$ cat src/rtl/assert_macros.svh
// Assertion helpers for the deframer RTL.
// Each macro checks a property on the rising edge of clk while rst is low.
`ifndef ASSERT_MACROS_SVH
`define ASSERT_MACROS_SVH

// Checks that a condition holds on every active clock edge.
`define ASSERT_ALWAYS(lbl, cond, msg) \
  lbl: assert property (@(posedge clk) disable iff (rst) (cond)) else $error(msg);

// Checks that the consequent holds in the cycle after the antecedent.
`define ASSERT_NEXT(lbl, ante, cons, msg) \
  lbl: assert property (@(posedge clk) disable iff (rst) (ante) |=> (cons)) else $error(msg);

`endif

$ cat src/rtl/lrdc_pkg.sv
// ----------------------------------------------------------------------------
// lrdc_pkg: shared types and constants
// Phase encoding, result codes, record magic and CRC32C byte update for the
// log record deframer.
// ----------------------------------------------------------------------------
package lrdc_pkg;

  typedef enum logic [1:0] {
    PH_HUNT    = 2'd0,
    PH_HEADER  = 2'd1,
    PH_PAYLOAD = 2'd2,
    PH_TAIL    = 2'd3
  } phase_t;

  typedef enum logic [1:0] {
    STATUS_OK       = 2'd0,
    STATUS_BODY_BAD = 2'd1,
    STATUS_TAIL_BAD = 2'd2
  } status_t;

  localparam logic KIND_PAYLOAD = 1'b0;
  localparam logic KIND_END     = 1'b1;

  localparam logic [63:0] REC_MAGIC = 64'h004B_5641_4C30_3100;
  localparam logic [31:0] CRC_POLY  = 32'h82F6_3B78;
  localparam logic [31:0] CRC_INIT  = 32'hFFFF_FFFF;

  localparam logic [31:0] HEADER_BYTES = 32'd12;
  localparam logic [31:0] TAIL_BYTES   = 32'd4;
  localparam logic [31:0] WINDOW_BYTES = 32'd8;
  localparam logic [31:0] CRC_FIELD_END  = 32'd4;
  localparam logic [31:0] TERM_FIELD_END = 32'd8;

  // Reflected CRC32C update for one byte, bit by bit.
  function automatic logic [31:0] crc32c_byte(input logic [31:0] crc, input logic [7:0] b);
    logic [31:0] c;
    c = crc ^ {24'h0, b};
    for (int k = 0; k < 8; k++) begin
      c = (c >> 1) ^ (c[0] ? CRC_POLY : 32'h0);
    end
    return c;
  endfunction

  // Running CRC after the eight magic bytes, evaluated at elaboration.
  function automatic logic [31:0] crc32c_magic();
    logic [31:0] c;
    c = CRC_INIT;
    for (int i = 0; i < 8; i++) begin
      c = crc32c_byte(c, REC_MAGIC[8*i +: 8]);
    end
    return c;
  endfunction

  localparam logic [31:0] MAGIC_CRC = crc32c_magic();

endpackage

$ cat src/rtl/log_record_deframer_crc32c.sv
// ----------------------------------------------------------------------------
// log_record_deframer_crc32c: CRC32C-checked log record deframer
// Usage: the input channel (in_valid, in_ready, in_byte) takes one byte of
// the log stream per request. While hunting, the block slides an 8-byte
// window until the little-endian record magic appears. It then captures the
// 12-byte header (body CRC, term, length), forwards each payload byte as a
// result with kind 0, and reads the 4-byte tail CRC. After the last tail
// byte one result with kind 1 and last 1 carries the status: ok, body CRC
// mismatch (takes priority) or tail CRC mismatch. Hunting then resumes.
// A result reaches the output channel in the cycle after its byte is taken.
// Throughput is one byte per cycle unless the output stalls; the byte-wide
// CRC32C update and the window compare are the per-cycle logic.
// The output register frees itself in the same cycle it is taken, so
// in_ready stays high while the receiver keeps up. When the receiver stalls
// with a result waiting, in_ready drops until that result is taken.
// Reset clears the phase, the window fill count and the output valid; the
// first magic can match only after eight bytes have been taken in.
// ----------------------------------------------------------------------------
`include "assert_macros.svh"

module log_record_deframer_crc32c (
  input  logic        clk,
  input  logic        rst,
  input  logic        in_valid,
  output logic        in_ready,
  input  logic [7:0]  in_byte,
  output logic        out_valid,
  input  logic        out_ready,
  output logic        kind,
  output logic [7:0]  payload_byte,
  output logic [31:0] record_term,
  output logic [31:0] rec_length,
  output logic [1:0]  status,
  output logic        last
);
  import lrdc_pkg::*;

  phase_t      phase, phase_next;
  logic [63:0] magic_window, magic_window_next;
  logic [31:0] byte_count, byte_count_next;
  logic [31:0] header_crc_field, header_crc_field_next;
  logic [31:0] term_field, term_field_next;
  logic [31:0] length_field, length_field_next;
  logic [31:0] tail_crc_field, tail_crc_field_next;
  logic [31:0] body_crc_run, body_crc_run_next;
  logic [31:0] tail_crc_run, tail_crc_run_next;

  logic        in_fire;
  logic [31:0] cnt_inc;
  logic [31:0] body_crc_upd, tail_crc_upd;
  logic        res_valid;
  logic        res_kind;
  logic [7:0]  res_byte;
  status_t     res_status;

  assign in_fire = in_valid && in_ready;
  assign in_ready = !out_valid || out_ready;
  assign cnt_inc = byte_count + 32'd1;
  assign body_crc_upd = crc32c_byte(body_crc_run, in_byte);
  assign tail_crc_upd = crc32c_byte(tail_crc_run, in_byte);

  // Next state of the parser.
  always_comb begin
    phase_next            = phase;
    magic_window_next     = magic_window;
    byte_count_next       = byte_count;
    header_crc_field_next = header_crc_field;
    term_field_next       = term_field;
    length_field_next     = length_field;
    tail_crc_field_next   = tail_crc_field;
    body_crc_run_next     = body_crc_run;
    tail_crc_run_next     = tail_crc_run;
    case (phase)
      PH_HUNT: begin
        magic_window_next = {in_byte, magic_window[63:8]};
        if (byte_count < WINDOW_BYTES) begin
          byte_count_next = cnt_inc;
        end
        if (byte_count_next >= WINDOW_BYTES && magic_window_next == REC_MAGIC) begin
          tail_crc_run_next = MAGIC_CRC;
          body_crc_run_next = CRC_INIT;
          magic_window_next = '0;
          byte_count_next   = '0;
          phase_next        = PH_HEADER;
        end
      end
      PH_HEADER: begin
        tail_crc_run_next = tail_crc_upd;
        if (byte_count < CRC_FIELD_END) begin
          header_crc_field_next = {in_byte, header_crc_field[31:8]};
        end else if (byte_count < TERM_FIELD_END) begin
          term_field_next   = {in_byte, term_field[31:8]};
          body_crc_run_next = body_crc_upd;
        end else begin
          length_field_next = {in_byte, length_field[31:8]};
          body_crc_run_next = body_crc_upd;
        end
        byte_count_next = cnt_inc;
        if (cnt_inc >= HEADER_BYTES) begin
          byte_count_next = '0;
          phase_next = (length_field_next == 32'd0) ? PH_TAIL : PH_PAYLOAD;
        end
      end
      PH_PAYLOAD: begin
        body_crc_run_next = body_crc_upd;
        tail_crc_run_next = tail_crc_upd;
        byte_count_next   = cnt_inc;
        if (cnt_inc >= length_field) begin
          byte_count_next = '0;
          phase_next      = PH_TAIL;
        end
      end
      PH_TAIL: begin
        tail_crc_field_next = {in_byte, tail_crc_field[31:8]};
        byte_count_next     = cnt_inc;
        if (cnt_inc >= TAIL_BYTES) begin
          byte_count_next   = '0;
          magic_window_next = '0;
          phase_next        = PH_HUNT;
        end
      end
      default: begin
        phase_next = PH_HUNT;
      end
    endcase
  end

  // Result produced by the byte at the input.
  always_comb begin
    res_valid  = 1'b0;
    res_kind   = KIND_PAYLOAD;
    res_byte   = 8'h00;
    res_status = STATUS_OK;
    case (phase)
      PH_PAYLOAD: begin
        res_valid = 1'b1;
        res_byte  = in_byte;
      end
      PH_TAIL: begin
        if (cnt_inc >= TAIL_BYTES) begin
          res_valid = 1'b1;
          res_kind  = KIND_END;
          if ((body_crc_run ^ CRC_INIT) != header_crc_field) begin
            res_status = STATUS_BODY_BAD;
          end else if ((tail_crc_run ^ CRC_INIT) != tail_crc_field_next) begin
            res_status = STATUS_TAIL_BAD;
          end
        end
      end
      default: begin
        res_valid = 1'b0;
      end
    endcase
  end

  always_ff @(posedge clk) begin
    if (rst) begin
      phase            <= PH_HUNT;
      magic_window     <= '0;
      byte_count       <= '0;
      header_crc_field <= '0;
      term_field       <= '0;
      length_field     <= '0;
      tail_crc_field   <= '0;
      body_crc_run     <= CRC_INIT;
      tail_crc_run     <= CRC_INIT;
    end else if (in_fire) begin
      phase            <= phase_next;
      magic_window     <= magic_window_next;
      byte_count       <= byte_count_next;
      header_crc_field <= header_crc_field_next;
      term_field       <= term_field_next;
      length_field     <= length_field_next;
      tail_crc_field   <= tail_crc_field_next;
      body_crc_run     <= body_crc_run_next;
      tail_crc_run     <= tail_crc_run_next;
    end
  end

  always_ff @(posedge clk) begin
    if (rst) begin
      out_valid <= 1'b0;
    end else if (in_fire) begin
      out_valid <= res_valid;
    end else if (out_ready) begin
      out_valid <= 1'b0;
    end
  end

  // The term and length reported are the values captured for the record.
  always_ff @(posedge clk) begin
    if (in_fire && res_valid) begin
      kind         <= res_kind;
      payload_byte <= res_byte;
      record_term  <= term_field;
      rec_length   <= length_field;
      status       <= res_status;
      last         <= res_kind;
    end
  end

  `ASSERT_NEXT(a_payload_result, in_fire && phase == PH_PAYLOAD,
    out_valid && kind == KIND_PAYLOAD, "payload byte did not produce a result")
  `ASSERT_NEXT(a_hunt_silent, in_fire && (phase == PH_HUNT || phase == PH_HEADER),
    !out_valid, "result produced while hunting or reading the header")
  `ASSERT_ALWAYS(a_last_is_end, !out_valid || last == kind,
    "last flag does not match record-end kind")
  `ASSERT_ALWAYS(a_payload_status, !out_valid || kind == KIND_END || status == STATUS_OK,
    "payload result carries a nonzero status")
  `ASSERT_ALWAYS(a_count_range,
    (phase != PH_HEADER || byte_count < HEADER_BYTES) &&
    (phase != PH_TAIL || byte_count < TAIL_BYTES),
    "byte count out of range for the current phase")

endmodule

$ cat config.mk
export PLATFORM = sky130hd
export DESIGN_NAME = log_record_deframer_crc32c
export DESIGN_NICKNAME = d
export VERILOG_FILES = /design/src/rtl/lrdc_pkg.sv /design/src/rtl/log_record_deframer_crc32c.sv
export VERILOG_INCLUDE_DIRS = /design/src /design/src/rtl
export SDC_FILE = /design/constraint.sdc
export NUM_CORES = 1
export LEC_CHECK = 0
export ABC_AREA = 1
export BUFFER_PORTS_ARGS = -buffer_cell sky130_fd_sc_hd__buf_2
export CORE_MARGIN = 10
export CORE_UTILIZATION = 46
export CTS_BUF_LIST = sky130_fd_sc_hd__clkbuf_8
export DETAILED_ROUTE_END_ITERATION = 8
export PLACE_DENSITY = 0.67
export SLEW_MARGIN = 20
export SYNTH_ARGS = -nofsm -noshare
export SYNTH_HDL_FRONTEND = slang
export SYNTH_SLANG_ARGS = --single-unit
$ cat constraint.sdc
create_clock -name clk -period 4.06 [get_ports clk]
set_input_delay 0.812 -clock clk [delete_from_list [all_inputs] [get_ports clk]]
set_output_delay 0.812 -clock clk [all_outputs]
set_load 0.02 [all_outputs]
# Yosys cells after proc, flatten, opt, wreduce, memory -nomap -nowiden
# Index checks and enable logic that the tools add are counted.
# totals
reg_bits	366
in_bits	12
output_inout_bits	78
wordCells	125
# classes
addsub	1
magnitude_cmp	6
n_eq_ne	11
muxes	47
bitwise	23
reduce_logical	21
# ops
cell	n
$mux W32	29
$xor A31 B32 Y32	16
$mux W64	2
$pmux W32 S4	1
$pmux W64 S2	1
$pmux W32 S3	1
$eq A64 B55 Y1 const B	1
$ge A32 B4 Y1 const B	2
$ne A32 B32 Y1	2
$not A32 Y32	2
$pmux W32 S2	1
$xor A32 B8 Y32	2
$add A32 B1 Y32 const B	1
$ge A32 B3 Y1 const B	1
$ge A32 B32 Y1	1
$logic_not A32 Y1	1
$lt A32 B3 Y1 const B	1
$lt A32 B4 Y1 const B	1
$mux W2	5
$ne A2 B2 Y1 const B	5
$reduce_and A3 Y1	3
$pmux W2 S4	1
$reduce_and A4 Y1	2
$reduce_bool A2 Y1	3
14 further kinds	24

# Depth between registers and ports, before layout
# logic_depth
ltp_word	19
depth_mapped	20
ltp_nobuf	20

# Worst setup path after synthesis
# OpenSTA, ideal clock, no wires.
# synth_timing
path_kind	input port to flip-flop
startpoint	in out_ready
endpoint	reg last (enable)
setup_time_ns	0.429
t_arrival_ns	3.391
required_time_ns	3.631
path_slack_ns	0.240
stages	8
path_buffers	2
path_cell_list	inv_1 nand2_1 nand2_1 inv_1 clkbuf_1 clkbuf_1 o21ai_0 inv_1
# synth_via
elab_chain_len	3
# synth_lines
element	line_no	rtl
start, declared	log_record_deframer_crc32c.sv:28	input logic out_ready,
$logic_or A1 B1 Y1	log_record_deframer_crc32c.sv:57	assign in_ready = !out_valid || out_ready;
via in_ready	log_record_deframer_crc32c.sv:25	output logic in_ready,
$logic_and A1 B1 Y1	log_record_deframer_crc32c.sv:56	assign in_fire = in_valid && in_ready;
$logic_and A1 B1 Y1	log_record_deframer_crc32c.sv:192	if (in_fire && res_valid) begin
end signal, assigned	log_record_deframer_crc32c.sv:198	last <= res_kind;
end, declared	log_record_deframer_crc32c.sv:34	output logic last
# The timed path passes the listed nets, and every way through them passes these cells.
# A chain may end at the register's enable or synchronous reset.

# Final worst setup path
# layout_timing
startpoint	reg byte_count[0]
endpoint	reg rec_length[1] (enable)
# layout_via
elab_chain_len	5
# layout_lines
element	line_no	rtl
start, declared	log_record_deframer_crc32c.sv:40	logic [31:0] byte_count, byte_count_next;
start signal, assigned	log_record_deframer_crc32c.sv:170	byte_count <= byte_count_next;
$add A32 B1 Y32	log_record_deframer_crc32c.sv:58	assign cnt_inc = byte_count + 32'd1;
$ge A32 B3 Y1	log_record_deframer_crc32c.sv:140	if (cnt_inc >= TAIL_BYTES) begin
$mux W1	log_record_deframer_crc32c.sv:140	
$pmux W1 S2	log_record_deframer_crc32c.sv:134	case (phase)
$logic_and A1 B1 Y1	log_record_deframer_crc32c.sv:192	
end signal, assigned	log_record_deframer_crc32c.sv:196	rec_length <= length_field;
end, declared	log_record_deframer_crc32c.sv:32	output logic [31:0] rec_length,
# Every way passes these cells.

==> results.json <==
{
  "synth_top_area_share_pct": 29.9,
  "relSlewSlack_pct": 36.6,
  "clock_sinks": 358,
  "track_usage_pct": 21.7,
  "crit_fanout": 69,
  "place_congestion": 0.901,
  "num_vias": 17236,
  "post_drt_wl_per_cell_um": 17.5,
  "portBuffers": 89,
  "cp.required_ns": 4.36,
  "ant_nets": 0,
  "grt_pass1_wl_um": 88900,
  "yosysWarnings": 0,
  "synth.most_common_cell": "nand2_1",
  "status": "finished clean",
  "dp_hpwl_um": 38600,
  "hold_end": "record_term[7]",
  "rows": 74,
  "post_synth_main_area_contributors": "dfxtp_1 30%, edfxtp_1 12%, nand2_1 11%, o21ai_0 7.9%, xor2_1 7.5%",
  "cts_root_buf": "clkbuf_8",
  "antenna_found_initial": 3,
  "cts_buffers": 59,
  "clock_latency_ns": 0.67,
  "core_sq_um": 40800,
  "r2r_end": "rec_length[1]",
  "min_path_type": "register to register",
  "viasPerCell": 5.42,
  "synth_flop_cell": "dfxtp_1",
  "holdBufCountCts": 0,
  "worst_pin_slew_ns": 0.950,
  "fp.dieArea_sq_um": 49700,
  "reg2reg_from": "byte_count[0]",
  "grt_max_degree": 140,
  "cp_common_cell": "nand2_1",
  "avgSynthCellArea_sq_um": 7.44,
  "grt_pass1_vias": 16134,
  "synthArstFlopShare_pct": 0,
  "final_core_utilization_pct": 51.7,
  "hold_depth": 0,
  "cts_buffer_depth": 3,
  "cts.clk_slew.worst_paths_ns": 0.07,
  "die_w_um": 223,
  "synth_seq_cells": 358,
  "fillers": 3969,
  "syn-num-nets": 2597,
  "synth-seq-area-share_pct": 41.8,
  "clock_skew_ns": 0.0411,
  "synth_enable_flop_cells": 75,
  "finalSetupTns_ns": 0,
  "largest_reg_flops": 56,
  "ir_drop_mv": 0.261,
  "netlist_top_cells_count": "539 x nand2_1, 301 x o21ai_0, 283 x dfxtp_1, 270 x inv_1, 217 x nor2_1",
  "finalSetupViolations": 0,
  "wl_um": 55700,
  "post-cts-setup-buffers": 0,
  "r2r_setup_slack_ns": 0.39,
  "max_freq_mhz": 273,
  "layout.nets": 2647,
  "io_pins": 90,
  "worst_path_max_delay_cell": "dfxtp_1",
  "path_cells": "ha_1 > nand3_1 > inv_2 > nand2_2 > nor2_4 > xor2_2 > nand2_1 > nor2_1 > nand2_1 > nor2_4 > nand2_1 > nand2_1 > inv_1 > o21ai_0 > inv_2 > buf_6",
  "slew_violations": 0,
  "overflow": 0,
  "drive_above_1_share_pct": 10.2,
  "reg2regPathDepth": 16,
  "synthCells": 2548,
  "cellLeakagePower_nw": 9.29,
  "crit_path_start_kind": "register",
  "start_util_pct": 46.4,
  "netlist-cell-type-count": 47,
  "rsz0062_at_grt": "no",
  "htreeDepth": 2,
  "max-cap-violations": 0,
  "regMostFlops": "magic_window",
  "syn2layout_area_growth_pct": 11.3,
  "hold_viol_final": 0,
  "cts_tree": "yes",
  "synth_largest_area_cell": "dfxtp_1",
  "post_cts_resized": 0,
  "cpPeakStageDelay_ns": 0.44,
  "finalCritPeriodShare_pct": 90.3,
  "min_period_ns": 3.67,
  "drt_pre_antenna_iters": 5,
  "fp.dieH_um": 223,
  "critPathKind": "register to register",
  "holdCritStartpoint": "term_field[7]",
  "powerDensity_nw_per_um2": 454,
  "worstSetupEndpointType": "register",
  "syn-cell-area_sq_um": 19000,
  "first_iter_violations": 1381,
  "cp_data_arrival_time_ns": 3.97,
  "drc": 0
}
==> power by group <==
group / switching [mW] / total (mW) / internal, mW
sequential: 0.165 / 3.98 / 3.82
clock: 1.55 / 3.47 / 1.91
combinational: 1.40 / 2.14 / 0.736
total: 3.12 / 9.58 / 6.47
==> critical path, delay by kind of cell, from the launching register on <==
family / cells / cell delay (ns)
AND/OR/NAND/NOR: 9 / 1.35
buffers and inverters: 4 / 0.62
XOR/XNOR: 1 / 0.17
flip-flops: 1 / 0.44
AO/OA/AOI/OAI: 1 / 0.32
adder cells (fa/ha/maj): 1 / 0.34
==> per-layer routing <==
| metal | up-vias | part of all wire, % | track usage, % |
|---|---|---|---|
| met2 | 544 | 45 | 33.7 |
| met3 | 94 | 6.7 | 3.80 |
| li1 | 8469 | - | - |
| met5 | - | 0 | 0 |
| met1 | 8129 | 46 | 30.0 |
| met4 | 0 | 2.4 | 6.43 |
==> metrics by stage <==
stage | setup WS [ns] | instances | cell area, sq um | hold slack, ns | total power, mW
floorplan | 0.240 | 2548 | 19000 | 0.403 | 5.64
global placement | 0.382 | 3069 | 19800 | 0.414 | 6.12
detailed placement | 0.267 | 3069 | 19800 | 0.418 | 6.16
CTS | 0.248 | 3179 | 21100 | 0.402 | 9.62
global route | 0.0730 | 3180 | 21100 | 0.417 | 10.1
finish | 0.393 | 3180 | 21100 | 0.432 | 9.58
==> cells in the final DEF (no fill, tap or decap), types with 2 or more instances in the layout <==
cell         n
nand2_1    537
o21ai_0    301
inv_1      284
dfxtp_1    283
nor2_1     217
a21oi_1    176
xor2_1     163
buf_2       89
clkbuf_8    78
edfxtp_1    75
nand3_1     69
xnor2_1     41
a31oi_1     37
ha_1        37
buf_4       33
nand4_1     31
o211ai_1    30
a211oi_1    24
nor4_1      19
inv_2       14
o22ai_1     13
nand2_2     11
o21ai_1     11
clkinv_2     9
or2_2        8
nor3_1       7
nor2_2       5
a221oi_1     5
nor2_4       4
nand3_2      3
xor2_2       3
nand3b_1     3
bufinv_16    3
and2_1       2
clkinv_1     2
o311ai_0     2
o31ai_1      2
==> worst max path at each step <==
stage / from / endpoint / slack, ns
6_report: byte_count[0] / rec_length[1] / 0.39
3_5_place_dp: byte_count[0] / rec_length[1] / 0.27
5_1_grt: byte_count[0] / phase[0] / 0.07
3_3_place_gp: byte_count[0] / rec_length[1] / 0.38
2_1_floorplan: out_ready / last / 0.24
4_1_cts: byte_count[0] / rec_length[1] / 0.25
==> area by class of cell <==
| cell class | count | area (sq um) | share of cell area (%) |
|---|---|---|---|
| flip-flops and latches | 358 | 7920 | 37.5 |
| clock inverters | 32 | 234 | 1.11 |
| multi-input cells | 1771 | 9410 | 44.6 |
| well taps | 532 | 666 | 3.15 |
| diodes | 1 | 2.50 | 0.0119 |
| clock buffers | 78 | 1070 | 5.09 |
| inverters | 284 | 1070 | 5.08 |
| repair buffers | 124 | 724 | 3.43 |
==> logic make-up (layout without fill, tap and decap cells) <==
kind of cell             count (synthesis)  in the layout  synth area share (%)
buffers and inverters                  419            518                  8.65
flip-flops                             358            358                  41.8
AO/OA/AOI/OAI                          605            605                  17.3
other                                    0              1                     0
XOR/XNOR                               207            207                  9.68
AND/OR/NAND/NOR                        922            922                  20.2
adder cells (fa/ha/maj)                 37             37                  2.44
No activity file was read; power rests on OpenSTA's default activity.
